File: src/design/hpv_if.sv
`default_nettype none


interface hpv_rsp_if #(
   parameter int DATA_BITS = 16
);
   logic                        valid;
   logic                        ready;
   logic signed [DATA_BITS-1:0] step_x;
   logic signed [DATA_BITS-1:0] step_y;
   logic signed [DATA_BITS-1:0] step_z;

   modport source (output valid, step_x, step_y, step_z, input ready);
   modport sink (input valid, step_x, step_y, step_z, output ready);
endinterface
`default_nettype wire

File: src/design/hpv_rsp_queue.sv
`default_nettype none
module hpv_rsp_queue #(
   parameter int DATA_BITS = 16,
   parameter int DEPTH     = 32
) (
   input  wire logic                        clock,
   input  wire logic                        reset,
   input  wire logic                        admit_i,
   output logic                             space_o,
   input  wire logic                        push_i,
   input  wire logic signed [DATA_BITS-1:0] step_x_i,
   input  wire logic signed [DATA_BITS-1:0] step_y_i,
   input  wire logic signed [DATA_BITS-1:0] step_z_i,
   hpv_rsp_if.source                        rsp
);
   localparam int AW = $clog2(DEPTH);
   localparam int CW = AW + 1;
   localparam int EW = 3 * DATA_BITS;
   localparam logic [CW-1:0] DEPTH_C = CW'(DEPTH);

   logic [EW-1:0] mem [DEPTH];
   logic [EW-1:0] data_ff;
   logic [AW-1:0] wr_ptr_ff, wr_ptr_in, rd_ptr_ff, rd_ptr_in;
   logic [CW-1:0] fill_ff, fill_in, credit_ff, credit_in;
   logic          valid_ff, valid_in;
   logic          pop, done;

   assign done = valid_ff & rsp.ready;
   assign pop  = (fill_ff != '0) && (!valid_ff || rsp.ready);

   assign wr_ptr_in = push_i ? wr_ptr_ff + 1'b1 : wr_ptr_ff;
   assign rd_ptr_in = pop ? rd_ptr_ff + 1'b1 : rd_ptr_ff;
   assign fill_in   = fill_ff + CW'(push_i) - CW'(pop);
   assign credit_in = credit_ff + CW'(admit_i) - CW'(done);
   assign valid_in  = pop | (valid_ff & ~rsp.ready);

   always_ff @(posedge clock) begin
      if (push_i) begin
         mem[wr_ptr_ff] <= {step_x_i, step_y_i, step_z_i};
      end
      if (pop) begin
         data_ff <= mem[rd_ptr_ff];
      end
   end

   always_ff @(posedge clock) begin
      if (reset) begin
         wr_ptr_ff <= '0;
         rd_ptr_ff <= '0;
         fill_ff   <= '0;
         credit_ff <= '0;
         valid_ff  <= 1'b0;
      end else begin
         wr_ptr_ff <= wr_ptr_in;
         rd_ptr_ff <= rd_ptr_in;
         fill_ff   <= fill_in;
         credit_ff <= credit_in;
         valid_ff  <= valid_in;
      end
   end

   assign space_o    = credit_ff < DEPTH_C;
   assign rsp.valid  = valid_ff;
   assign rsp.step_x = data_ff[EW-1 -: DATA_BITS];
   assign rsp.step_y = data_ff[2*DATA_BITS-1 -: DATA_BITS];
   assign rsp.step_z = data_ff[DATA_BITS-1:0];

   a_no_overflow: assert property (@(posedge clock) disable iff (reset)
      push_i |-> fill_ff < DEPTH_C)
      else $error("result queue written while full");

   a_fill_in_credit: assert property (@(posedge clock) disable iff (reset)
      fill_ff + CW'(valid_ff) <= credit_ff)
      else $error("queued results exceed outstanding transfers");

   a_credit_bound: assert property (@(posedge clock) disable iff (reset)
      credit_ff <= DEPTH_C)
      else $error("outstanding transfers exceed queue depth");

   a_idle_no_valid: assert property (@(posedge clock) disable iff (reset)
      credit_ff == '0 |-> !valid_ff && fill_ff == '0)
      else $error("result shown with nothing outstanding");

endmodule
`default_nettype wire

File: src/flat_wrapper.sv
// flat-port wrapper written by rule: the top's interface ports become plain ports
module hpv_rsp_queue_flat 
#(
   parameter int DATA_BITS = 16,
   parameter int DEPTH     = 32
)
  (clock, reset, admit_i, space_o, push_i, step_x_i, step_y_i, step_z_i, rsp_valid, rsp_step_x, rsp_step_y, rsp_step_z, rsp_ready);
  hpv_rsp_if #(.DATA_BITS(DATA_BITS)) rsp_i ();
  input  wire logic clock;
  input  wire logic reset;
  input  wire logic admit_i;
  output logic space_o;
  input  wire logic push_i;
  input  wire logic signed [DATA_BITS-1:0] step_x_i;
  input  wire logic signed [DATA_BITS-1:0] step_y_i;
  input  wire logic signed [DATA_BITS-1:0] step_z_i;
  output wire logic [$bits(rsp_i.valid)-1:0] rsp_valid;
  output wire logic [$bits(rsp_i.step_x)-1:0] rsp_step_x;
  output wire logic [$bits(rsp_i.step_y)-1:0] rsp_step_y;
  output wire logic [$bits(rsp_i.step_z)-1:0] rsp_step_z;
  input wire logic [$bits(rsp_i.ready)-1:0] rsp_ready;
  assign rsp_valid = rsp_i.valid;
  assign rsp_step_x = rsp_i.step_x;
  assign rsp_step_y = rsp_i.step_y;
  assign rsp_step_z = rsp_i.step_z;
  assign rsp_i.ready = rsp_ready;
  hpv_rsp_queue #(.DATA_BITS(DATA_BITS), .DEPTH(DEPTH)) u_core (.clock(clock), .reset(reset), .admit_i(admit_i), .space_o(space_o), .push_i(push_i), .step_x_i(step_x_i), .step_y_i(step_y_i), .step_z_i(step_z_i), .rsp(rsp_i));
endmodule
File: config.mk
export PLATFORM = sky130hd
export DESIGN_NAME = hpv_rsp_queue_flat
export DESIGN_NICKNAME = d
export VERILOG_FILES = /design/src/design/hpv_if.sv /design/src/design/hpv_rsp_queue.sv /design/src/flat_wrapper.sv
export SDC_FILE = /design/constraint.sdc
export NUM_CORES = 2
export LEC_CHECK = 0
export CORE_MARGIN = 1
export CORE_UTILIZATION = 64
export CTS_CLUSTER_DIAMETER = 150
export DETAILED_ROUTE_END_ITERATION = 8
export DONT_BUFFER_PORTS = 1
export PLACE_DENSITY = 0.91
export SYNTH_ARGS = -nofsm -noshare
export SYNTH_HDL_FRONTEND = slang
export SYNTH_SLANG_ARGS = --single-unit
File: constraint.sdc
create_clock -name clock -period 20.9 [get_ports clock]
set_input_delay 4.18 -clock clock [delete_from_list [all_inputs] [get_ports clock]]
set_output_delay 4.18 -clock clock [all_outputs]
set_load 0.005 [all_outputs]
==> results.cfg <==
[synthesis]
synthTopCellsByCount = edfxtp_1 (1584), mux4_2 (289), mux2i_1 (192)
ys_ff_latch = 1607
yosysTopAreaCellShare_pct = 78.3
yosys_warnings = 0
yosys-top-cells-area = edfxtp_1 (78%), mux4_2 (11%), mux2i_1 (3.2%)
netlist_area_mm2 = 0.0608
syn_inst = 2751
ys_types = 43
ys_async_sr_fraction_pct = 0
yosys.area.top_type = edfxtp_1
synth_most_common_cell = edfxtp_1
synth_edf_count = 1584
ys_dominant_reg_cell = edfxtp_1
avgSynthCellArea_um2 = 22.1
syn-num-nets = 2825
yosysSeqAreaShare_pct = 79.0

[floorplan]
rows = 112
ios = 103
die_area_mm2 = 0.0962
die_h_um = 310
initial_core_util_pct = 64.9
core_region_area_mm2 = 0.0936
die_width_um = 310

[worst_setup_path]
cp.arrival_ps = 6110
crit_type = in2reg
crit_path_top_delay_cell = nor2_4
crit_chain = nand2_1, nor2_4, buf_4
critical_path_peak_fanout = 28
startpoint_type = primary input
cp-end-kind = flip-flop
cp.required_ps = 21290
slowest_delay_ps = 930

[routing]
drt_iter0_drc = 6143
via_per_inst = 7.70
ant_nets = 0
firstDrtPassIters = 9
drc = 1
drt-total-wl_um = 169000
post_drt_wl_per_cell_um = 40.3
vias = 32200

[placed_design]
gp_congestion = 0.854
io_buffers = 0
dp_hpwl_um = 83500
dpl_worst_slack_ps = 14490

[global_routing]
grt_pass1_vias = 32100
track_usage_pct = 35.9
grt_pass1_wl_um = 237000
antenna_found_initial = 5
grt_max_degree = 73
gr-total-overflow = 0

[timing]
worst_slew_pin_slew_ps = 1270
timing.final.hold_violations = 0
fin_tns_setup_ps = 0
fmax_ghz = 0.175
period_share_pct = 27.4
finalCriticalPeriod_ps = 5720
slew_headroom_pct = 14.8
setup-violations-final = 0
fin_skew_ps = 43.0
postLayoutSetupSlackWorst_ps = 15180
slew_violations = 0
rsz0062_at_grt = false

[clock_network]
cts_tree = done
path_clk_slew_ps = 60
numClockSinks = 1607
cts_hold_buf = 0
numCtsBuffers = 150
clock_latency_ps = 770
clock_path_buffers = 3
cts_htree_levels = 4
post_cts_resized = 0
postCtsSetupRepairBufs = 0
clockRootBuffer = clkbuf_16

[cells_and_area]
utilization_pct = 71.6
area_growth_pct = 10.4
drive_above_1_share_pct = 20.8
num_antenna_cells = 0
fin_nets = 2887

[pwr]
p_leak_nw = 20.7
peakVddDrop_mv = 0.120
power_density_mw_per_mm2 = 117
totalPowerFinal_mw = 7.86

[job]
maxCapViolCount = 0

[run_status]
outcome = finished, violations left
violations = design-rule violations

[hold_path]
min_path_type = reg2reg
==> layer usage <==
metal / track usage (%) / wire length [um] / part of all wire (%)
met4: 19.9 / 11400 / 6.8
met5: 0 / 46 / 0.027
met1: 44.7 / 52000 / 31
met2: 58.9 / 83600 / 50
met3: 8.27 / 21700 / 13
==> kinds of logic after synthesis <==
group	synth area share (%)
compound gates	4.10
xor+xnor	0.216
fa+ha+maj	0.457
buf+inv	1.53
flops	79.0
mux	13.9
simple gates	0.770
==> critical path: cells and delay by family <==
family	cells	cell delay, ps
AND/OR/NAND/NOR	2	1310
buffers and inverters	1	560
==> where the power goes <==
part	switching (mW)	internal [mW]
sequential	0.0840	3.66
combinational	0.801	0.592
clock	1.22	1.50
==> area by class of cell <==
class | count | area [um2]
clock buffers | 186 | 4080
clock inverters | 88 | 714
fillers | 4925 | 26600
inverters | 23 | 86.3
multi-input cells | 963 | 12100
flip-flops and latches | 1607 | 48000
well taps | 1254 | 1570
repair buffers | 68 | 510
==> registers in the layout, summed over array words and instances, names as in the netlist <==
| signal | flops |
|---|---|
| u_core.credit_ff | 6 |
| u_core.fill_ff | 6 |
| u_core.wr_ptr_ff | 5 |
| u_core.rd_ptr_ff | 5 |
| u_core.data_ff | 48 |
| u_core.mem | 1536 |
| u_core.rsp.valid | 1 |
==> layout by cell type, fill, tap and decap left out, drive strengths merged, types with 4 or more instances in the layout <==
master,netlist,routed
edfxtp,1584,1584
mux4,289,289
mux2i,192,192
clkbuf,66,186
a22oi,141,141
a21oi,100,100
o221ai,94,94
clkinv,0,69
buf,92,68
nor2,38,38
inv,23,27
dfxtp,23,23
ha,19,19
nor3,15,15
nand2,12,12
xnor2,12,12
bufinv,0,9
nor2b,9,9
clkinvlp,0,6
nand3,5,5
nand4,4,4
==> metrics by stage <==
| step | hold slack, ps | instance area (um2) | cells |
|---|---|---|---|
| after floorplan | 533 | 60800 | 2751 |
| after global placement | 550 | 62300 | 3915 |
| after detailed placement | 567 | 62300 | 3915 |
| after CTS | 622 | 67000 | 4189 |
| after global routing | 639 | 67000 | 4189 |
| final | 645 | 67000 | 4189 |
==> path summary, 6_finish.rpt <==
| kind | to | start | cells after the start | slack (ps) |
|---|---|---|---|---|
| min reg2reg | u_core.wr_ptr_ff[1]$_SDFFE_PP0P_ | u_core.wr_ptr_ff[1]$_SDFFE_PP0P_ | 2 | 650 |
| min | u_core.wr_ptr_ff[1]$_SDFFE_PP0P_ | u_core.wr_ptr_ff[1]$_SDFFE_PP0P_ | 2 | 650 |
| max | u_core.mem[16][19]$_DFFE_PP_ | push_i | 3 | 15180 |
| max reg2reg | u_core.data_ff[24]$_DFFE_PP_ | u_core.rd_ptr_ff[0]$_SDFFE_PP0P_ | 6 | 15470 |
Note: power is estimated with default switching activity, not from simulation.
