$ cat src/design/hpv_pkg.sv
`default_nettype none
package hpv_pkg;

   localparam int PHASE_BITS    = 32;
   localparam int TRIG_BITS     = 34;
   localparam int RESID_BITS    = PHASE_BITS + 1;
   localparam int CSR_ADDR_BITS = 3;
   localparam int CSR_DATA_BITS = 32;

   localparam logic signed [TRIG_BITS-1:0] GAIN_INV = 34'sd652032874;
   localparam logic signed [TRIG_BITS-1:0] ONE_Q30  = 34'sd1073741824;
   localparam logic [PHASE_BITS-1:0]       HALF_QUADRANT = 32'h2000_0000;

   localparam logic [PHASE_BITS-1:0] ATAN_PHASE [32] = '{
      32'd536870912, 32'd316933406, 32'd167458907, 32'd85004756,
      32'd42667331,  32'd21354465,  32'd10679838,  32'd5340245,
      32'd2670163,   32'd1335087,   32'd667544,    32'd333772,
      32'd166886,    32'd83443,     32'd41722,     32'd20861,
      32'd10430,     32'd5215,      32'd2608,      32'd1304,
      32'd652,       32'd326,       32'd163,       32'd81,
      32'd41,        32'd20,        32'd10,        32'd5,
      32'd3,         32'd1,         32'd1,         32'd0
   };

   typedef enum logic [1:0] {
      QUAD_0   = 2'd0,
      QUAD_90  = 2'd1,
      QUAD_180 = 2'd2,
      QUAD_270 = 2'd3
   } hpv_quad_type;

   typedef enum logic {
      REG_FWD_Z_NEG = 1'b0,
      REG_PITCH_EN  = 1'b1
   } hpv_reg_type;

   typedef struct packed {
      logic forward_z_negative;
      logic pitch_enable;
   } hpv_cfg_type;

endpackage
`default_nettype wire

$ cat src/design/hpv_scale.sv
`default_nettype none
module hpv_scale #(
   parameter int DATA_BITS = 16
) (
   input  wire logic                                clock,
   input  wire hpv_pkg::hpv_cfg_type                cfg_i,
   input  wire logic signed [DATA_BITS-1:0]         speed_i,
   input  wire logic signed [hpv_pkg::TRIG_BITS-1:0] head_cos_i,
   input  wire logic signed [hpv_pkg::TRIG_BITS-1:0] head_sin_i,
   input  wire logic signed [hpv_pkg::TRIG_BITS-1:0] pitch_sin_i,
   output logic signed [DATA_BITS-1:0]              step_x_o,
   output logic signed [DATA_BITS-1:0]              step_y_o,
   output logic signed [DATA_BITS-1:0]              step_z_o
);
   import hpv_pkg::*;

   localparam int PW = DATA_BITS + TRIG_BITS;
   localparam int RW = PW - 30;
   localparam logic signed [PW-1:0] RND = PW'(64'd1 << 29);
   localparam logic signed [RW-1:0] HI  = {{(RW-DATA_BITS+1){1'b0}}, {(DATA_BITS-1){1'b1}}};
   localparam logic signed [RW-1:0] LO  = {{(RW-DATA_BITS+1){1'b1}}, {(DATA_BITS-1){1'b0}}};

   function automatic logic signed [DATA_BITS-1:0] round_sat(input logic signed [PW-1:0] p);
      logic signed [PW-1:0] sum;
      logic signed [RW-1:0] r;
      sum = p + RND;
      r   = RW'(sum >>> 30);
      if (r > HI) begin
         return HI[DATA_BITS-1:0];
      end else if (r < LO) begin
         return LO[DATA_BITS-1:0];
      end
      return r[DATA_BITS-1:0];
   endfunction

   logic signed [TRIG_BITS-1:0] fz;
   logic signed [PW-1:0]        px_ff, px_in, py_ff, py_in, pz_ff, pz_in;
   logic signed [DATA_BITS-1:0] sx_ff, sx_in, sy_ff, sy_in, sz_ff, sz_in;

   assign fz    = cfg_i.forward_z_negative ? -head_cos_i : head_cos_i;
   assign px_in = speed_i * head_sin_i;
   assign py_in = speed_i * pitch_sin_i;
   assign pz_in = speed_i * fz;

   assign sx_in = round_sat(px_ff);
   assign sy_in = cfg_i.pitch_enable ? round_sat(py_ff) : '0;
   assign sz_in = round_sat(pz_ff);

   always_ff @(posedge clock) begin
      px_ff <= px_in;
      py_ff <= py_in;
      pz_ff <= pz_in;
      sx_ff <= sx_in;
      sy_ff <= sy_in;
      sz_ff <= sz_in;
   end

   assign step_x_o = sx_ff;
   assign step_y_o = sy_ff;
   assign step_z_o = sz_ff;

endmodule
`default_nettype wire

$ cat config.mk
export PLATFORM = sky130hd
export DESIGN_NAME = hpv_scale
export DESIGN_NICKNAME = d
export VERILOG_FILES = /design/src/design/hpv_pkg.sv /design/src/design/hpv_scale.sv
export SDC_FILE = /design/constraint.sdc
export NUM_CORES = 2
export LEC_CHECK = 0
export BUFFER_PORTS_ARGS = -buffer_cell sky130_fd_sc_hd__buf_2
export CELL_PAD_IN_SITES_DETAIL_PLACEMENT = 0
export CELL_PAD_IN_SITES_GLOBAL_PLACEMENT = 2
export CORE_MARGIN = 2
export CORE_UTILIZATION = 30
export CTS_CLUSTER_SIZE = 14
export DETAILED_ROUTE_END_ITERATION = 10
export PLACE_DENSITY_LB_ADDON = 0.08
export SYNTH_ARGS = -nofsm -noshare
export SYNTH_HDL_FRONTEND = slang
export SYNTH_SLANG_ARGS = --single-unit
$ cat constraint.sdc
create_clock -name clock -period 18 [get_ports clock]
set_input_delay 0 -clock clock [delete_from_list [all_inputs] [get_ports clock]]
set_output_delay 0 -clock clock [all_outputs]
set_load 0.005 [all_outputs]
==> metrics list <==
* Status: finished, final reports clean
- Worst path slowest cell: sky130_fd_sc_hd__o21ai_0
- Area added between synthesis and finish: 6.54%
* Total clock buffers created by CTS: 9
- Total area of sequential cells: 2220 um^2
* Number of global-route vias before repair: 46.2k
* Filler cell count in the final layout: 20.5k
* Count of flip-flops with a built-in enable after synthesis: 0
- Syn avg cell area: 9.01 um^2
- Routability-driven placement finished with a final weighted congestion of 0.783.
- Count of buffering cells on the critical path with inverters included: 5
- In this run the clock root is driven by a sky130_fd_sc_hd__clkbuf_16.
- After detailed routing, the number of vias per cell comes to 4.52.
- Setup TNS: 0 ns
- Syn Std Cell Area: 57900 um^2
- Asr flop ratio synth: 0
- First-iteration detailed-routing DRC count: 1751
- Instance count of the mapped netlist: 6423
* Area of the core: 192000 um^2
- After detailed routing, the number of remaining DRC violations is 0.
* Worst endpoint required time: 18.39 ns
* Initial Util: 0.301
* Vias after detailed routing: 40.3k
* Area enclosed by the die boundary: 196000 um^2
- Post-synthesis adder-cell area fraction: 0.608
- Std-Cell Rows: 161
- For this design the top-level I/O count stands at 169.
- Buffers added to address setup during post-CTS repair amount to 0.
- The clock passes through at most 2 buffers.
- Final setup violating endpoints: 0
- Type of the worst min-delay path: in2reg
- The net count of the finished layout is 8384.
- In this design, the stage delay of the slowest critical-path cell is 0.80 ns.
- Synthesized net count: 8432
- Clock Latency Late Sink: 0.49 ns
- Layout cells sized above 1: 0.0429
* Highest achievable clock rate: 113 MHz
- Among the stages of the critical path, the cell type that occurs most often is sky130_fd_sc_hd__fa_1.
- Cell with the most instances after synthesis: sky130_fd_sc_hd__inv_1
- The share of synthesized area in the top cell type comes to 0.533.
- For this design, the sink count on the clock tree is 111.
* Top FF cell, synth: sky130_fd_sc_hd__dfxtp_1
- Headroom to the max-slew limit: 0.247
- CTS resizes: 0
* Number of hold violations in the final report: 0
- Height of the chip: 443 um
- The tool flagged a number of max-cap violations equal to 0.
- STA classifies the critical path endpoint as a flop.
- Half-perimeter wire length after placement: 143 mm
- Leading cell types by total area after synthesis: sky130_fd_sc_hd__fa_1 (53%), sky130_fd_sc_hd__inv_1 (11%), sky130_fd_sc_hd__ha_1 (7.5%)
- Synth warnings: 0
- Buffers on Ports: 168
- The largest total area in the synthesized netlist belongs to sky130_fd_sc_hd__fa_1.
* Average wire per standard cell: 20.8 um
- Total congestion overflow: 0
* Arrival time at the worst endpoint: 9.21 ns
- STA classifies the critical path startpoint as an input port.
- Max Clock Skew: 0.0359 ns
- The first global-routing pass estimated 294 mm of wire.
- Mux share of post-synthesis cell area: 0.000346
- RSZ-0062 raised after global routing: false
- Area share of and/or/nand/nor cells after synthesis: 0.162
- CTS H-tree lvls: 3
- The synthesized-area fraction occupied by ao, oa, aoi and oai cells is 0.0414.
- The worst register-to-register path has a setup slack of 15.13 ns.
* Register area share after synthesis: 0.0384
- Tightest Pin Transition: 1.12 ns
- Clock-pin slew was measured on the worst setup and hold paths at 0.12 ns.
* Number of register bits inferred by synthesis: 111
- By count the netlist is led by sky130_fd_sc_hd__inv_1 (1638), sky130_fd_sc_hd__fa_1 (1539), sky130_fd_sc_hd__nand2_1 (1032).
- Of all nets on the critical path, the largest fanout is 10.
* TritonCTS clock tree: built
* Remaining antenna violation count: 0
- In this design, the largest share of critical-path delay is due to adder cells.
- Counting I/O delays and the setup requirement, the final critical path takes 8.82 ns.
- Pins Over Slew Limit: 0
- Multi-input gate area in the final layout: 48300 um^2
- The number of hold buffers added after CTS was 1.
* First-pass iteration count of the detailed router: 5
- The initial antenna violation count was 12.
- After synthesis, the largest family of logic cells by area is adder cells.
- Dividing the final minimum period by the clock period gives 0.490.
- Number of distinct library cell variants in the gate-level netlist after synthesis: 69
* Synthesized-area fraction occupied by xor and xnor cells: 0.0242
- Kind of critical path: in2reg
- Pin count of the biggest net entering global routing: 77
- Overall routing resource usage: 0.197
* Die width: 443 um
* Sum of routed wire length over all layers: 185 mm
-- area by class of cell --
type	instances	area share
repair buffers	237	0.0229
diodes	4	0.000162
flip-flops and latches	111	0.0361
multi-input cells	4377	0.784
well taps	2526	0.0513
clock inverters	7	0.00175
clock buffers	9	0.00365
inverters	1639	0.0998
-- worst min-delay path: stages --
cell and delay (ns):
sky130_fd_sc_hd__dlygate4sd3_1 0.52, sky130_fd_sc_hd__buf_2 0.15, sky130_fd_sc_hd__and2_1 0.12
-- final timing paths --
path	startpoint	endpoint	cells past startpoint
setup / recovery	head_cos_i[4]	pz_ff[43]	28
hold / removal	cfg_i[0]	step_y_o[15]	3
setup reg to reg	pz_ff[34]	step_z_o[12]	8
hold reg to reg	pz_ff[49]	step_z_o[15]	1
-- registers in the layout (all words and copies together), names as in the netlist --
register  flops
px_ff        21
py_ff        21
pz_ff        21
step_x_o     16
step_y_o     16
step_z_o     16
-- placed cells by master (no fill, tap or decap), types with 12 or more instances in the layout --
cell,netlist,routed
sky130_fd_sc_hd__inv_1,1638,1637
sky130_fd_sc_hd__fa_1,1539,1539
sky130_fd_sc_hd__nand2_1,1032,1032
sky130_fd_sc_hd__and2_1,569,569
sky130_fd_sc_hd__ha_1,349,349
sky130_fd_sc_hd__buf_2,7,152
sky130_fd_sc_hd__dfxtp_1,111,111
sky130_fd_sc_hd__xnor2_1,110,110
sky130_fd_sc_hd__o21ai_0,98,97
sky130_fd_sc_hd__a21oi_1,96,96
sky130_fd_sc_hd__nor2_1,90,90
sky130_fd_sc_hd__buf_4,0,83
sky130_fd_sc_hd__nand2b_1,71,71
sky130_fd_sc_hd__a21o_1,71,71
sky130_fd_sc_hd__nand3_1,59,59
sky130_fd_sc_hd__xor2_1,50,50
sky130_fd_sc_hd__nand4_1,33,33
sky130_fd_sc_hd__nor3_1,23,23
sky130_fd_sc_hd__nor2b_1,19,19
sky130_fd_sc_hd__and3_1,16,16
sky130_fd_sc_hd__o21bai_1,12,12
-- logic make-up after synthesis --
group,Yosys count
simple gates,1955
buf+inv,1935
fa+ha+maj,1888
compound gates,372
xor+xnor,160
flops,111
mux,2
-- per-layer routing --
layer | GRT usage | part of all wire | vias up
li1 | - | - | 18347
met1 | 0.284 | 0.48 | 21293
met2 | 0.332 | 0.48 | 556
met3 | 0.0147 | 0.026 | 95
met4 | 0.0271 | 0.011 | 2
met5 | 0 | 0.000086 | -
-- through the flow --
stage / setup slack (ns) / std cells / cell area, um^2 / util / hold WS (ns)
after floorplan: 9.96 / 6423 / 57900 / - / 0.122
after detailed placement: 8.68 / 8889 / 61300 / 0.319 / 0.287
after CTS: 9.21 / 8906 / 61600 / 0.321 / 0.295
final: 9.18 / 8910 / 61600 / 0.321 / 0.355
after global placement: 8.72 / 8889 / 61300 / 0.319 / 0.292
after global routing: 8.65 / 8907 / 61600 / 0.321 / 0.318
Power is not shown: default switching activity piles up to over one toggle a cycle in this logic, so the estimate is an artifact.
