File: src/design/hpv_pkg.sv
`default_nettype none
package hpv_pkg;

   localparam int PHASE_BITS    = 32;
   localparam int TRIG_BITS     = 34;
   localparam int RESID_BITS    = PHASE_BITS + 1;
   localparam int CSR_ADDR_BITS = 3;
   localparam int CSR_DATA_BITS = 32;

   localparam logic signed [TRIG_BITS-1:0] GAIN_INV = 34'sd652032874;
   localparam logic signed [TRIG_BITS-1:0] ONE_Q30  = 34'sd1073741824;
   localparam logic [PHASE_BITS-1:0]       HALF_QUADRANT = 32'h2000_0000;

   localparam logic [PHASE_BITS-1:0] ATAN_PHASE [32] = '{
      32'd536870912, 32'd316933406, 32'd167458907, 32'd85004756,
      32'd42667331,  32'd21354465,  32'd10679838,  32'd5340245,
      32'd2670163,   32'd1335087,   32'd667544,    32'd333772,
      32'd166886,    32'd83443,     32'd41722,     32'd20861,
      32'd10430,     32'd5215,      32'd2608,      32'd1304,
      32'd652,       32'd326,       32'd163,       32'd81,
      32'd41,        32'd20,        32'd10,        32'd5,
      32'd3,         32'd1,         32'd1,         32'd0
   };

   typedef enum logic [1:0] {
      QUAD_0   = 2'd0,
      QUAD_90  = 2'd1,
      QUAD_180 = 2'd2,
      QUAD_270 = 2'd3
   } hpv_quad_type;

   typedef enum logic {
      REG_FWD_Z_NEG = 1'b0,
      REG_PITCH_EN  = 1'b1
   } hpv_reg_type;

   typedef struct packed {
      logic forward_z_negative;
      logic pitch_enable;
   } hpv_cfg_type;

endpackage
`default_nettype wire

File: src/design/hpv_cordic.sv
`default_nettype none
module hpv_cordic #(
   parameter int ANGLE_BITS      = 16,
   parameter int ROTATION_STAGES = 16
) (
   input  wire logic                                    clock,
   input  wire logic [ANGLE_BITS-1:0]                   angle_i,
   output logic signed [hpv_pkg::TRIG_BITS-1:0]         cos_o,
   output logic signed [hpv_pkg::TRIG_BITS-1:0]         sin_o
);
   import hpv_pkg::*;

   logic signed [TRIG_BITS-1:0]  x_ff [ROTATION_STAGES+1];
   logic signed [TRIG_BITS-1:0]  x_in [ROTATION_STAGES+1];
   logic signed [TRIG_BITS-1:0]  y_ff [ROTATION_STAGES+1];
   logic signed [TRIG_BITS-1:0]  y_in [ROTATION_STAGES+1];
   logic signed [RESID_BITS-1:0] z_ff [ROTATION_STAGES+1];
   logic signed [RESID_BITS-1:0] z_in [ROTATION_STAGES+1];
   hpv_quad_type                 q_ff [ROTATION_STAGES+1];
   hpv_quad_type                 q_in [ROTATION_STAGES+1];
   logic                         zero_ff [ROTATION_STAGES+1];
   logic                         zero_in [ROTATION_STAGES+1];

   logic [PHASE_BITS-1:0] phase, phase_rnd, resid;
   hpv_quad_type          quad;

   logic signed [TRIG_BITS-1:0] cos_ff, cos_in, sin_ff, sin_in;
   logic signed [TRIG_BITS-1:0] xr, yr;

   // quadrant fold
   assign phase     = {angle_i, {(PHASE_BITS-ANGLE_BITS){1'b0}}};
   assign phase_rnd = phase + HALF_QUADRANT;
   assign quad      = hpv_quad_type'(phase_rnd[PHASE_BITS-1 -: 2]);
   assign resid     = phase - {quad, {(PHASE_BITS-2){1'b0}}};

   assign x_in[0]    = GAIN_INV;
   assign y_in[0]    = '0;
   assign z_in[0]    = {resid[PHASE_BITS-1], resid};
   assign q_in[0]    = quad;
   assign zero_in[0] = (resid == '0);

   for (genvar i = 0; i < ROTATION_STAGES; i++) begin : g_stage
      logic signed [TRIG_BITS-1:0]  xs, ys;
      logic signed [RESID_BITS-1:0] step;
      logic                         neg;

      assign xs   = x_ff[i] >>> i;
      assign ys   = y_ff[i] >>> i;
      assign step = {1'b0, ATAN_PHASE[i]};
      assign neg  = z_ff[i][RESID_BITS-1];

      assign x_in[i+1]    = neg ? x_ff[i] + ys : x_ff[i] - ys;
      assign y_in[i+1]    = neg ? y_ff[i] - xs : y_ff[i] + xs;
      assign z_in[i+1]    = neg ? z_ff[i] + step : z_ff[i] - step;
      assign q_in[i+1]    = q_ff[i];
      assign zero_in[i+1] = zero_ff[i];
   end

   always_ff @(posedge clock) begin
      for (int i = 0; i <= ROTATION_STAGES; i++) begin
         x_ff[i]    <= x_in[i];
         y_ff[i]    <= y_in[i];
         z_ff[i]    <= z_in[i];
         q_ff[i]    <= q_in[i];
         zero_ff[i] <= zero_in[i];
      end
   end

   // axis angles skip the rotation result
   assign xr = zero_ff[ROTATION_STAGES] ? ONE_Q30 : x_ff[ROTATION_STAGES];
   assign yr = zero_ff[ROTATION_STAGES] ? '0 : y_ff[ROTATION_STAGES];

   always_comb begin
      case (q_ff[ROTATION_STAGES])
         QUAD_0: begin
            cos_in = xr;
            sin_in = yr;
         end
         QUAD_90: begin
            cos_in = -yr;
            sin_in = xr;
         end
         QUAD_180: begin
            cos_in = -xr;
            sin_in = -yr;
         end
         default: begin
            cos_in = yr;
            sin_in = -xr;
         end
      endcase
   end

   always_ff @(posedge clock) begin
      cos_ff <= cos_in;
      sin_ff <= sin_in;
   end

   assign cos_o = cos_ff;
   assign sin_o = sin_ff;

endmodule
`default_nettype wire

File: config.mk
export PLATFORM = sky130hd
export DESIGN_NAME = hpv_cordic
export DESIGN_NICKNAME = d
export VERILOG_FILES = /design/src/design/hpv_pkg.sv /design/src/design/hpv_cordic.sv
export SDC_FILE = /design/constraint.sdc
export NUM_CORES = 2
export LEC_CHECK = 0
export BUFFER_PORTS_ARGS = -buffer_cell sky130_fd_sc_hd__buf_2
export CAP_MARGIN = 20
export CELL_PAD_IN_SITES_DETAIL_PLACEMENT = 1
export CELL_PAD_IN_SITES_GLOBAL_PLACEMENT = 1
export CORE_ASPECT_RATIO = 0.7
export CORE_MARGIN = 8
export CORE_UTILIZATION = 50
export DETAILED_ROUTE_END_ITERATION = 8
export GPL_ROUTABILITY_DRIVEN = 0
export GPL_TIMING_DRIVEN = 0
export PLACE_DENSITY = 0.86
export RECOVER_POWER = 50
export REMOVE_ABC_BUFFERS = 1
export SYNTH_ARGS = -nofsm -noshare
export SYNTH_HDL_FRONTEND = slang
export SYNTH_SLANG_ARGS = --single-unit
File: constraint.sdc
create_clock -name clock -period 6.49 [get_ports clock]
set_input_delay 1.6225 -clock clock [delete_from_list [all_inputs] [get_ports clock]]
set_output_delay 1.6225 -clock clock [all_outputs]
set_load 0.02 [all_outputs]
==> results.cfg <==
[clock_network]
root_buffer = clkbuf_16
cts_buffers = 166
htree_levels = 4
tritoncts = built
ctsHoldBuffers = 0
cts.path.max_buffers = 4
cts_resized = 0
clock_latency_ns = 0.84
cts.sinks = 1549
cts.clk_slew.worst_paths_ns = 0.07
cts_setup_buffers = 0

[final_layout]
drive_above_1_share = 0.0360
multi_input_area_sq_mm = 0.0775
nets = 14694
syn_to_final_growth_pct = 8.37
regArea_sq_mm = 0.0310
fillers = 26450

[routing]
viasPerCell = 6.25
maxUsedRoutingLayer = met5
drc = 0
antenna_left = 0
m1WireLength_um = 164000
wirelength_um = 369000
wl_met3_um = 24400
vias = 102037
route.met2.wl_um = 171000
avgRoutedWirePerCell_um = 22.6
dr.pass1.iters = 6
drtIter0Drc = 7806

[floorplan]
rows = 145
die_w_um = 581
die_area_sq_mm = 0.239
chipHeight_um = 411
core_area_sq_mm = 0.222
io_pins = 85
initial_core_util = 0.502

[global_routing]
grt.overflow.total = 0
grt_pass1_vias = 106151
grt_max_degree = 99
grt_usage = 0.291
grt_pass1_wl_um = 582000
antenna_found_initial = 24

[yosys]
synth_area_sq_mm = 0.112
synthFlopType = dfxtp_1
synth_seq_area_share = 0.278
synthArstFlopShare = 0
synth_edf_count = 0
synth-seq-cells = 1549
yosysWarningCount = 0
syn_area_per_cell_sq_um = 8.44
synthCells = 13221
yosysUniqueCellTypes = 104

[outcome]
failed_checks = max-capacitance violations, max-slew violations
status = finished with violations

[place]
dp_hpwl_um = 284000
place_ws_ns = 0.285
portBuffers = 84

[timing]
setup_ws_ns = 0.285
finalSetupViolations = 0
rsz0062_at_grt = no
maxSlewViolCount = 240
fin_crit_sh = 0.956
fin_crit_ns = 6.20
worst_pin_slew_ns = 2.77
finalHoldViolations = 0
finClkSkew_ns = 0.0420
fmax_mhz = 161
relSlewSlack = -0.849

[worst_setup_path]
r2r-start = z_ff[0][230]$_DFF_P_
rrSetupSlack_ns = 0.29
cpPeakStageDelay_ns = 0.84
critPathMaxFanout = 14
crit_required_ns = 7.20
start_kind = register
criticalPathCategory = reg2reg
slowest_stage = dfxtp_1
ff2ff_path_depth = 16
crit_family = compound AO/OA/AOI/OAI gates
cp-end-kind = register
crit_buf_inv = 1
critical_path_arrival_ns = 6.91
reg2reg_to = x_ff[0][270]$_DFF_P_
crit_chain = clkinv_1 > o21ai_0 > o21ai_0 > xor2_1 > ha_1 > and3_1 > nand2_1 > nor2_1 > a21oi_1 > a21oi_1 > a211o_1 > a221oi_1 > a211oi_1 > nand2b_1 > a41o_1 > xor2_1

[worst_hold_path]
hp-class = reg2reg
hold_path_end = zero_ff[1][7]$_DFF_P_
hold_start = zero_ff[1][6]$_DFF_P_
hold_path_depth = 0

[flow_run]
cap_violations = 6
area by class of cell:
cell class	instances	share of cell area
Sequential cell	1549	0.257
Tap cell	2940	0.0304
Multi-Input combinational cell	10861	0.641
Timing Repair Buffer	117	0.00591
Clock buffer	207	0.0382
Clock inverter	86	0.00994
Antenna cell	2	0.0000414
Inverter	574	0.0178
kinds of logic after synthesis:
| kind of cell | Yosys count | synth area share |
|---|---|---|
| xor gates and xnor gates | 1811 | 0.142 |
| DFF | 1549 | 0.278 |
| and+or+nand+nor | 3464 | 0.150 |
| AOI/OAI and AO/OA | 4040 | 0.228 |
| adders and majority gates | 1408 | 0.161 |
| muxes | 138 | 0.0137 |
| buffers and inverters | 811 | 0.0273 |
worst max path at each step:
stage | cells after the start | endpoint | slack, ns | from
CTS | 22 | y_ff[0][475]$_DFF_P_ | 0.20 | x_ff[1][149]$_DFF_P_
floorplan | 5 | cos_o[33]$_DFF_P_ | -0.55 | q_ff[0][32]$_DFF_P_
finish | 16 | x_ff[0][270]$_DFF_P_ | 0.29 | z_ff[0][230]$_DFF_P_
global route | 15 | y_ff[0][441]$_DFF_P_ | 0.09 | z_ff[0][395]$_DFF_P_
global placement | 6 | cos_o[33]$_DFF_P_ | -3.15 | q_ff[0][32]$_DFF_P_
detailed placement | 22 | y_ff[0][475]$_DFF_P_ | 0.28 | x_ff[1][148]$_DFF_P_
through the flow:
step           TNS (ns)  hold slack, ns  utilization  cells  cell area [sq um]
3_5_place_dp          0           0.313        0.518  16032             115000
6_report              0           0.324        0.544  16336             121000
4_1_cts               0           0.326        0.545  16325             121000
3_3_place_gp    -165.86           0.310        0.516  16008             115000
2_1_floorplan     -3.68           0.310            -  12984             111000
5_1_grt               0           0.325        0.544  16334             121000
placed cells by master (no fill, tap or decap), drive strengths merged, types with 35 or more instances in the layout:
master / n
dfxtp: 1549
a21oi: 1478
ha: 1366
nor2: 1181
xnor2: 1179
nand2: 690
o21ai: 670
a21o: 658
xor2: 632
inv: 580
nor3: 326
clkbuf: 305
nand3: 230
o21a: 222
nand2b: 195
nor2b: 192
o21bai: 159
a211oi: 133
a31oi: 130
and3: 127
nor4: 82
and2: 82
mux2i: 80
nand4: 77
or3: 60
o31ai: 60
o211ai: 57
or2: 57
mux2: 51
nor3b: 42
fa: 42
o22ai: 41
o41ai: 39
a221oi: 36
clkinv: 35
metal layers:
layer / up-vias / GRT usage
met1: 50692 / 0.391
met3: 697 / 0.0410
met4: 8 / 0.0779
met2: 3150 / 0.491
met5: - / 0
li1: 47490 / -
flip-flops by register name (all words and copies together) (netlist names):
register	count
y_ff	511
x_ff	484
z_ff	435
cos_o	34
q_ff	34
sin_o	34
zero_ff	17
cell usage after synthesis, drive strengths merged (32+ instances only):
master | count | area share
o31ai | 60 | 0.0041
nor4 | 82 | 0.0048
o21bai | 159 | 0.011
a211oi | 133 | 0.0090
o211ai | 57 | 0.0038
o41ai | 39 | 0.0033
nand3 | 230 | 0.010
clkbuf | 184 | 0.0062
nand2 | 690 | 0.023
o22ai | 41 | 0.0024
nor2b | 192 | 0.011
mux2i | 80 | 0.0072
ha | 1366 | 0.15
o21ai | 670 | 0.030
xor2 | 632 | 0.050
dfxtp | 1549 | 0.28
xnor2 | 1179 | 0.093
nor2 | 1181 | 0.040
inv | 570 | 0.019
a21oi | 1478 | 0.066
mux2 | 51 | 0.0051
buf | 53 | 0.0018
o31a | 32 | 0.0025
fa | 42 | 0.0075
or3 | 60 | 0.0034
a31oi | 130 | 0.0073
nor3 | 326 | 0.015
and2 | 82 | 0.0046
nand2b | 195 | 0.011
a211o | 32 | 0.0025
nor3b | 42 | 0.0028
or2 | 57 | 0.0032
nand4 | 77 | 0.0044
and3 | 127 | 0.0071
a221oi | 36 | 0.0030
o21a | 222 | 0.015
a21o | 658 | 0.044
Power is left out: the tool's default activity adds up to more than one toggle a clock period on the data nets, which glitch-free logic cannot reach.
