<file path="src/design/hpv_pkg.sv">
`default_nettype none
package hpv_pkg;

   localparam int PHASE_BITS    = 32;
   localparam int TRIG_BITS     = 34;
   localparam int RESID_BITS    = PHASE_BITS + 1;
   localparam int CSR_ADDR_BITS = 3;
   localparam int CSR_DATA_BITS = 32;

   localparam logic signed [TRIG_BITS-1:0] GAIN_INV = 34'sd652032874;
   localparam logic signed [TRIG_BITS-1:0] ONE_Q30  = 34'sd1073741824;
   localparam logic [PHASE_BITS-1:0]       HALF_QUADRANT = 32'h2000_0000;

   localparam logic [PHASE_BITS-1:0] ATAN_PHASE [32] = '{
      32'd536870912, 32'd316933406, 32'd167458907, 32'd85004756,
      32'd42667331,  32'd21354465,  32'd10679838,  32'd5340245,
      32'd2670163,   32'd1335087,   32'd667544,    32'd333772,
      32'd166886,    32'd83443,     32'd41722,     32'd20861,
      32'd10430,     32'd5215,      32'd2608,      32'd1304,
      32'd652,       32'd326,       32'd163,       32'd81,
      32'd41,        32'd20,        32'd10,        32'd5,
      32'd3,         32'd1,         32'd1,         32'd0
   };

   typedef enum logic [1:0] {
      QUAD_0   = 2'd0,
      QUAD_90  = 2'd1,
      QUAD_180 = 2'd2,
      QUAD_270 = 2'd3
   } hpv_quad_type;

   typedef enum logic {
      REG_FWD_Z_NEG = 1'b0,
      REG_PITCH_EN  = 1'b1
   } hpv_reg_type;

   typedef struct packed {
      logic forward_z_negative;
      logic pitch_enable;
   } hpv_cfg_type;

endpackage
`default_nettype wire

</file>
<file path="src/design/hpv_csr.sv">
`default_nettype none
module hpv_csr (
   input  wire logic                                  clock,
   input  wire logic                                  reset,
   input  wire logic                                  psel,
   input  wire logic                                  penable,
   input  wire logic                                  pwrite,
   input  wire logic [hpv_pkg::CSR_ADDR_BITS-1:0]     paddr,
   input  wire logic [hpv_pkg::CSR_DATA_BITS-1:0]     pwdata,
   output logic      [hpv_pkg::CSR_DATA_BITS-1:0]     prdata,
   output logic                                       pready,
   output hpv_pkg::hpv_cfg_type                       cfg_o
);
   import hpv_pkg::*;

   hpv_cfg_type cfg_ff, cfg_in;
   hpv_reg_type reg_sel;
   logic        wr_en;

   assign reg_sel = hpv_reg_type'(paddr[2]);
   assign wr_en   = psel & penable & pwrite;
   assign pready  = 1'b1;
   assign cfg_o   = cfg_ff;

   always_comb begin
      cfg_in = cfg_ff;
      prdata = '0;
      unique case (reg_sel)
         REG_FWD_Z_NEG: begin
            prdata[0] = cfg_ff.forward_z_negative;
            if (wr_en) begin
               cfg_in.forward_z_negative = pwdata[0];
            end
         end
         REG_PITCH_EN: begin
            prdata[0] = cfg_ff.pitch_enable;
            if (wr_en) begin
               cfg_in.pitch_enable = pwdata[0];
            end
         end
         default: begin
            prdata = '0;
         end
      endcase
   end

   always_ff @(posedge clock) begin
      if (reset) begin
         cfg_ff.forward_z_negative <= 1'b0;
         cfg_ff.pitch_enable       <= 1'b1;
      end else begin
         cfg_ff <= cfg_in;
      end
   end

endmodule
`default_nettype wire

</file>
<file path="config.mk">
export PLATFORM = sky130hd
export DESIGN_NAME = hpv_csr
export DESIGN_NICKNAME = d
export VERILOG_FILES = /design/src/design/hpv_pkg.sv /design/src/design/hpv_csr.sv
export SDC_FILE = /design/constraint.sdc
export NUM_CORES = 1
export LEC_CHECK = 0
export BUFFER_PORTS_ARGS = -buffer_cell sky130_fd_sc_hd__clkbuf_2
export CORE_MARGIN = 8
export CORE_UTILIZATION = 23
export DETAILED_ROUTE_END_ITERATION = 16
export GPL_TIMING_DRIVEN = 0
export PLACE_DENSITY = 0.85
export SYNTH_ARGS = -nofsm -noshare
export SYNTH_HDL_FRONTEND = slang
export SYNTH_SLANG_ARGS = --single-unit
</file>
<file path="constraint.sdc">
create_clock -name clock -period 0.8 [get_ports clock]
set_clock_uncertainty 0.15 [all_clocks]
set_input_delay 0.04 -clock clock [delete_from_list [all_inputs] [get_ports clock]]
set_output_delay 0.04 -clock clock [all_outputs]
set_load 0.1 [all_outputs]
</file>
==> impl_metrics.tcl, run 1 <==
set metrics [dict create \
    root_buffer "clkbuf_4" \
    p_sw_uw 795 \
    cp_max_fo 2 \
    hold_path_depth 3 \
    antenna_cells_inserted 0 \
    htree_levels 1 \
    wire_per_inst_um 8.28 \
    finalSetupViolations 4 \
    drive_gt1_share_pct 55.1 \
    gr-total-overflow 0 \
    synth_cell_types 9 \
    grt_util_all_layers_pct 5.29 \
    antenna_left 0 \
    met3_usage_pct 4.57 \
    clkTransAtPathRegs_ns 0.03 \
    r2r_cells 3 \
    worstSetupPathType "reg -> out" \
    tns_ns -0.975 \
    dr.pass1.iters 2 \
    p_clk_share_pct 18.1 \
    wl_um 869 \
    worst_ep_arrival_time_ns 1.02 \
    die_y_um 55.2 \
    gp_congestion 0.669 \
    hold_viol_final 2 \
    via_per_inst 2.84 \
    numCtsBuffers 3 \
    dp.cells 100 \
    drtIter0Drc 1 \
    ys_seq_area_share_pct 11.3 \
    hold_ws_ns -0.0814 \
    irDropWorstVdd_mv 0.743 \
    cts_sinks 2 \
    netlist_instances 45 \
    dp_hpwl_um 778 \
    fin_area_um2 644 \
    cts_tree "done" \
    yosys_warnings 0 \
    intPower_uw 421 \
    holdCritPathClass "in -> reg" \
    place_area_um2 543 \
    stdcell_count 105 \
    io_buffer_count 9 \
    antenna_found_initial 0 \
    met1_usage_pct 3.90 \
    ys_ff_latch 2 \
    worstSkewPairLatency_ns 0.22 \
    slew_viol_final 0 \
    power.share.combinational_pct 73.7 \
    start_kind "flop" \
    use_met2_pct 9.46 \
    cts_buffer_depth 2 \
    setup_ws_ns -0.415 \
    grt_pass1_vias 273 \
    p_per_area_nw_per_um2 1890 \
    synth.largest_area_cell "buf_4" \
    dieArea_um2 3050 \
    io_pins 75 \
    max_cap_viol_count 0 \
    fin_crit_ns 1.21 \
    largest_register_ffs 2 \
    fin_nets 131 \
    static-leakage-power_uw 0.000417 \
    netSwitchingFraction_pct 65.4 \
    vias 298 \
    grt_first_pass_wirelength_um 1300 \
    end_kind "output pin" \
    grt_max_degree 5 \
    grt-busiest-layer "met2" \
    areaGrowthSynthToFinish_pct 82.0 \
    violations "hold timing, setup timing" \
    core_area_um2 1470 \
    synthDominantCellAreaShare_pct 67.8 \
    finalCritPeriodShare_pct 152 \
    drc 0 \
    rsz0062_at_grt "yes" \
    initial_utilization_pct 24.1 \
    synthTopCellsByArea "buf_4 68%, dfxtp_1 11%, mux2i_1 5.7%, nand2b_1 3.5%, mux2_2 3.2%" \
    nFillCells 152 \
    fmax_mhz 823 \
    postSynthAreaPerCell_um2 7.87 \
    syn-cell-area_um2 354 \
    die_x_um 55.2 \
    rows 14 \
    worstPathRequired_ns 0.61 \
    p_seq_share_pct 8.2 \
    status "finished with violations" \
]
-- per-stage QoR --
step | utilization, % | worst slack, ns | power, uW
final | 43.8 | -0.415 | 1220
after global routing | 43.8 | -0.433 | 1250
after global placement | 36.9 | -0.339 | 955
after CTS | 43.0 | -0.427 | 1220
after floorplan | - | -0.317 | 930
after detailed placement | 36.9 | -0.346 | 957
-- cell usage in the layout (no fill, tap or decap) --
cell type	synthesis	layout
buf_4	32	33
buf_6	0	1
clkbuf_16	0	3
clkbuf_2	0	6
clkbuf_4	0	3
conb_1	2	32
dfxtp_4	0	2
mux2_4	0	1
mux2i_1	2	2
nand2b_1	2	2
nand4_1	1	1
nand4b_1	1	1
nor2_1	2	2
-- repair_timing --
action | 4_1_cts | 5_1_grt
endpoints found under the setup margin | 3 | 4
setup buffers | 1 | 1
endpoints found under the hold margin | 2 | 2
gates resized for setup | 9 | 1
-- power groups by stage --
stage / Combinational (uW) / Sequential [uW] / Clock [uW]
finish: 896 / 99.3 / 220
global route: 918 / 99.7 / 234
CTS: 882 / 99.6 / 234
detailed placement: 856 / 101 / 0
global placement: 854 / 101 / 0
floorplan: 814 / 117 / 0
-- worst max-delay path: stages (launching register included) --
cell	delay, ns
dfxtp_4	0.33
mux2_4	0.27
clkbuf_16	0.20
-- final cells by class --
cell class	instances	area, um^2	area share (%)
buffer	32	240	37.3
multi-input combinational	41	190	29.5
timing repair buffer	11	124	19.2
sequential	2	47.5	7.38
clock buffer	3	22.5	3.50
tap	16	20.0	3.11
-- Yosys cell counts (all sizes together) --
cell type	instances
buf	32
conb	2
dfxtp	2
mux2i	2
nand2b	2
nor2	2
mux2	1
nand4	1
nand4b	1
-- per-layer routing --
layer / vias up / part of all wire, %
met2: 22 / 56
met1: 112 / 31
li1: 164 / -
met3: 0 / 13
met5: - / 0
met4: 0 / 0
-- path summary, 6_finish.rpt --
path | from | slack, ns | to
setup / recovery | cfg_o[1] | -0.41 | prdata[0]
hold / removal | pwdata[0] | -0.08 | cfg_o[1]
setup reg to reg | cfg_o[1] | -0.05 | cfg_o[1]
hold reg to reg | cfg_o[0] | 0.38 | cfg_o[0]
-- cells by family after synthesis --
logic type	count (synthesis)	synth area share (%)
buffers and inverters	32	67.8
AND/OR/NAND/NOR	6	9.90
other	2	2.12
multiplexers	3	8.83
flip-flops	2	11.3
Power figures use the tool's default switching activity.
==> inputs of run 2 (changes only) <==
Settings changed: CTS_BUF_LIST set to sky130_fd_sc_hd__clkbuf_16.
==> impl_metrics.tcl, run 2 (synthesized netlist as in run 1, its figures left out) <==
set metrics [dict create \
    holdCritPathClass "in -> reg" \
    grt_util_all_layers_pct 5.61 \
    grt_pass1_vias 280 \
    power.share.combinational_pct 51.6 \
    netSwitchingFraction_pct 48.8 \
    cp_max_fo 2 \
    grt_max_degree 5 \
    stdcell_count 106 \
    antenna_cells_inserted 0 \
    static-leakage-power_uw 0.000452 \
    worstPathRequired_ns 0.61 \
    finalSetupViolations 4 \
    wire_per_inst_um 8.47 \
    hold_path_depth 3 \
    r2r_slack_ns -0.15 \
    io_buffer_count 9 \
    dr.pass1.iters 4 \
    worstSkewPairLatency_ns 0.22 \
    fin_nets 132 \
    via_per_inst 2.92 \
    die_x_um 55.2 \
    worst_ep_arrival_time_ns 1.02 \
    core_area_um2 1470 \
    intPower_uw 895 \
    clkTransAtPathRegs_ns 0.03 \
    timing.rr.start "cfg_o[1]" \
    rsz0062_at_grt "yes" \
    final_common_cell "buf_4" \
    timing.rr.end "cfg_o[1]" \
    start_kind "flop" \
    dp.cells 100 \
    p_per_area_nw_per_um2 2440 \
    finalCritPeriodShare_pct 151 \
    antenna_found_initial 0 \
    worstSetupPathType "reg -> out" \
    antenna_left 0 \
    p_seq_share_pct 5.7 \
    hold_viol_final 2 \
    max_cap_viol_count 0 \
    gp_congestion 0.669 \
    end_kind "output pin" \
    fin_crit_ns 1.21 \
    gr-total-overflow 0 \
    utilization_pct 48.6 \
    p_sw_uw 853 \
    p_clk_share_pct 42.8 \
    vias 309 \
    drtIter0Drc 3 \
    drive_gt1_share_pct 56.7 \
    drc 0 \
    largest_register_ffs 2 \
    hold_start "pwdata[0]" \
    cts_buffer_depth 2 \
    tns_ns -1.17 \
    die_y_um 55.2 \
    fin_area_um2 716 \
    wl_um 898 \
    layout_common_cells "33 x buf_4, 32 x conb_1, 6 x clkbuf_16, 6 x clkbuf_2" \
    areaGrowthSynthToFinish_pct 102 \
    fmax_mhz 825 \
    status "finished with violations" \
    htree_levels 1 \
    slew_viol_final 0 \
    dieArea_um2 3050 \
    min_to "cfg_o[1]" \
    setup_ws_ns -0.412 \
    dp_hpwl_um 778 \
    initial_utilization_pct 24.1 \
    r2r_cells 4 \
    hold_ws_ns -0.0690 \
    cts_sinks 2 \
    grt_first_pass_wirelength_um 1370 \
    violations "hold timing, setup timing" \
    irDropWorstVdd_mv 1.42 \
    numCtsBuffers 3 \
    root_buffer "clkbuf_16" \
    io_pins 75 \
    rows 14 \
    place_area_um2 543 \
    cts_tree "done" \
]
[run 2: per-layer routing]
metal | global-route usage (%) | wire length, um | vias up
li1 | - | - | 167
met1 | 4.41 | 276 | 116
met2 | 9.46 | 496 | 24
met3 | 4.57 | 118 | 2
met4 | 3.17 | 8 | 0
met5 | 0 | 0 | -
[run 2: worst max-delay path by stage]
stage / start / end / slack, ns
2_1_floorplan: cfg_o[1] / prdata[0] / -0.32
3_3_place_gp: cfg_o[1] / prdata[0] / -0.34
3_5_place_dp: cfg_o[1] / prdata[0] / -0.35
4_1_cts: cfg_o[0] / prdata[0] / -0.42
5_1_grt: cfg_o[0] / prdata[0] / -0.43
6_report: cfg_o[1] / prdata[0] / -0.41
[run 2: timing repair]
action,4_1_cts,5_1_grt
gates resized for setup,9,3
setup endpoints to repair,3,4
setup buffers,1,2
hold endpoints to repair,2,2
[run 2: worst max-delay path, stage by stage (launching register included)]
cell and delay, ns:
dfxtp_4 0.33, mux2_4 0.27, clkbuf_16 0.20
[run 2: per-stage QoR]
stage	total power [uW]	setup slack [ns]
6_report	1750	-0.412
4_1_cts	1740	-0.418
5_1_grt	1800	-0.429
3_3_place_gp	955	-0.339
3_5_place_dp	957	-0.346
2_1_floorplan	930	-0.317
[run 2: cell type report]
class	instances	area (um^2)
sequential	2	47.5
timing repair buffer	12	135
clock buffer	3	75.1
multi-input combinational	41	198
fill	141	756
buffer	32	240
tap	16	20.0
[run 2: power by group through the flow]
stage	clock network, uW	registers [uW]	logic [uW]
CTS	759	99.7	882
detailed placement	0	101	856
global route	777	99.8	924
global placement	0	101	854
finish	747	99.3	901
floorplan	0	117	814
==> inputs of run 3 (changes only) <==
Settings changed: SKIP_CTS_REPAIR_TIMING set to 1.
==> impl_metrics.tcl, run 3 (synthesized netlist as in run 1, its figures left out) <==
set metrics [dict create \
    max_cap_viol_count 0 \
    worstSkewPairLatency_ns 0.22 \
    critPathLaunch "cfg_o[0]" \
    antenna_found_initial 0 \
    areaGrowthSynthToFinish_pct 89.4 \
    drtIter0Drc 2 \
    wl_um 849 \
    vias 298 \
    root_buffer "clkbuf_16" \
    gp_congestion 0.669 \
    power.share.combinational_pct 51.2 \
    status "finished with violations" \
    cp_max_fo 3 \
    p_per_area_nw_per_um2 2590 \
    min_to "cfg_o[1]" \
    stdcell_count 104 \
    die_x_um 55.2 \
    antenna_cells_inserted 0 \
    nFillCells 147 \
    grt_first_pass_wirelength_um 1340 \
    drc 0 \
    hold_start "pwdata[0]" \
    grt_util_all_layers_pct 5.48 \
    r2r_cells 2 \
    violations "hold timing, setup timing" \
    tns_ns -0.758 \
    hold_viol_final 2 \
    multi_input_area_um2 190 \
    final_common_cell "buf_4" \
    worstSetupPathType "reg -> out" \
    hold_path_depth 3 \
    regArea_um2 47.5 \
    end_kind "output pin" \
    start_kind "flop" \
    rows 14 \
    fin_crit_ns 1.19 \
    io_buffer_count 9 \
    core_area_um2 1470 \
    io_pins 75 \
    gr-total-overflow 0 \
    dp_hpwl_um 778 \
    worstPathRequired_ns 0.61 \
    p_clk_share_pct 43.0 \
    initial_utilization_pct 24.1 \
    critPathMaxStageDelay_ns 0.34 \
    grt_max_degree 5 \
    p_sw_uw 850 \
    timing.rr.end "cfg_o[1]" \
    wire_per_inst_um 8.16 \
    layout_common_cells "33 x buf_4, 32 x conb_1, 6 x clkbuf_2" \
    dr.pass1.iters 2 \
    rsz0062_at_grt "yes" \
    htree_levels 1 \
    slowest_stage "dfxtp_4" \
    dieArea_um2 3050 \
    via_per_inst 2.87 \
    drive_gt1_share_pct 54.5 \
    slew_viol_final 0 \
    timing.rr.start "cfg_o[1]" \
    clkTransAtPathRegs_ns 0.03 \
    setup_ws_ns -0.390 \
    hold_ws_ns -0.0689 \
    dp.cells 100 \
    netSwitchingFraction_pct 49.0 \
    cts_tree "done" \
    cts_buffer_depth 2 \
    numCtsBuffers 3 \
    intPower_uw 886 \
    worst_ep_arrival_time_ns 1.00 \
    cts_sinks 2 \
    grt_pass1_vias 272 \
    finalCritPeriodShare_pct 149 \
    worstPathCellList "mux2_4 -> buf_12" \
    fin_nets 130 \
    r2r_slack_ns 0.04 \
    finalSetupViolations 3 \
    p_seq_share_pct 5.8 \
    largest_register_ffs 2 \
    die_y_um 55.2 \
    holdCritPathClass "in -> reg" \
    static-leakage-power_uw 0.000426 \
    irDropWorstVdd_mv 1.42 \
    fmax_mhz 841 \
    antenna_left 0 \
]
[run 3: changes by cell type in the layout (fill, tap and decap cells not counted)]
cell / delta
buf_12: +3
clkbuf_16: -3
buf_6: -2
nand2b_1: +1
nand2b_4: -1
[run 3: how the worst max path moves through the flow]
stage                endpoint
CTS                 prdata[0]
global placement    prdata[0]
global route        prdata[0]
floorplan           prdata[0]
finish              prdata[0]
detailed placement  prdata[0]
[run 3: per-stage QoR]
stage / cell area (um^2) / worst slack, ns / total power, uW / utilization [%]
after floorplan: 478 / -0.317 / 930 / -
after global placement: 543 / -0.339 / 955 / 36.9
after detailed placement: 543 / -0.346 / 957 / 36.9
after CTS: 618 / -0.579 / 1720 / 42.0
after global routing: 671 / -0.406 / 1790 / 45.6
final: 671 / -0.390 / 1740 / 45.6
[run 3: power by group through the flow]
stage / Clock (uW) / Sequential (uW) / Combinational, uW
final: 747 / 100 / 889
after global placement: 0 / 101 / 854
after floorplan: 0 / 117 / 814
after CTS: 759 / 99.5 / 856
after detailed placement: 0 / 101 / 856
after global routing: 777 / 100 / 911
[run 3: metal layers]
layer / track usage [%] / wire length (um) / up-vias
met2: 8.49 / 463 / 24
met3: 4.57 / 118 / 2
met1: 4.41 / 258 / 109
met5: 0 / 0 / -
met4: 4.23 / 8 / 0
li1: - / - / 163
[run 3: critical path: cells and delay by family, from the launching register on]
family	cells	cell delay [ns]
DFF	1	0.34
buffers and inverters	1	0.17
muxes	1	0.27
[run 3: final cells by class]
cell class                 count  area share [%]
timing repair buffer          10            14.6
sequential                     2            7.09
clock buffer                   3            11.2
buffer                        32            35.8
multi-input combinational     41            28.4
tap                           16            2.99
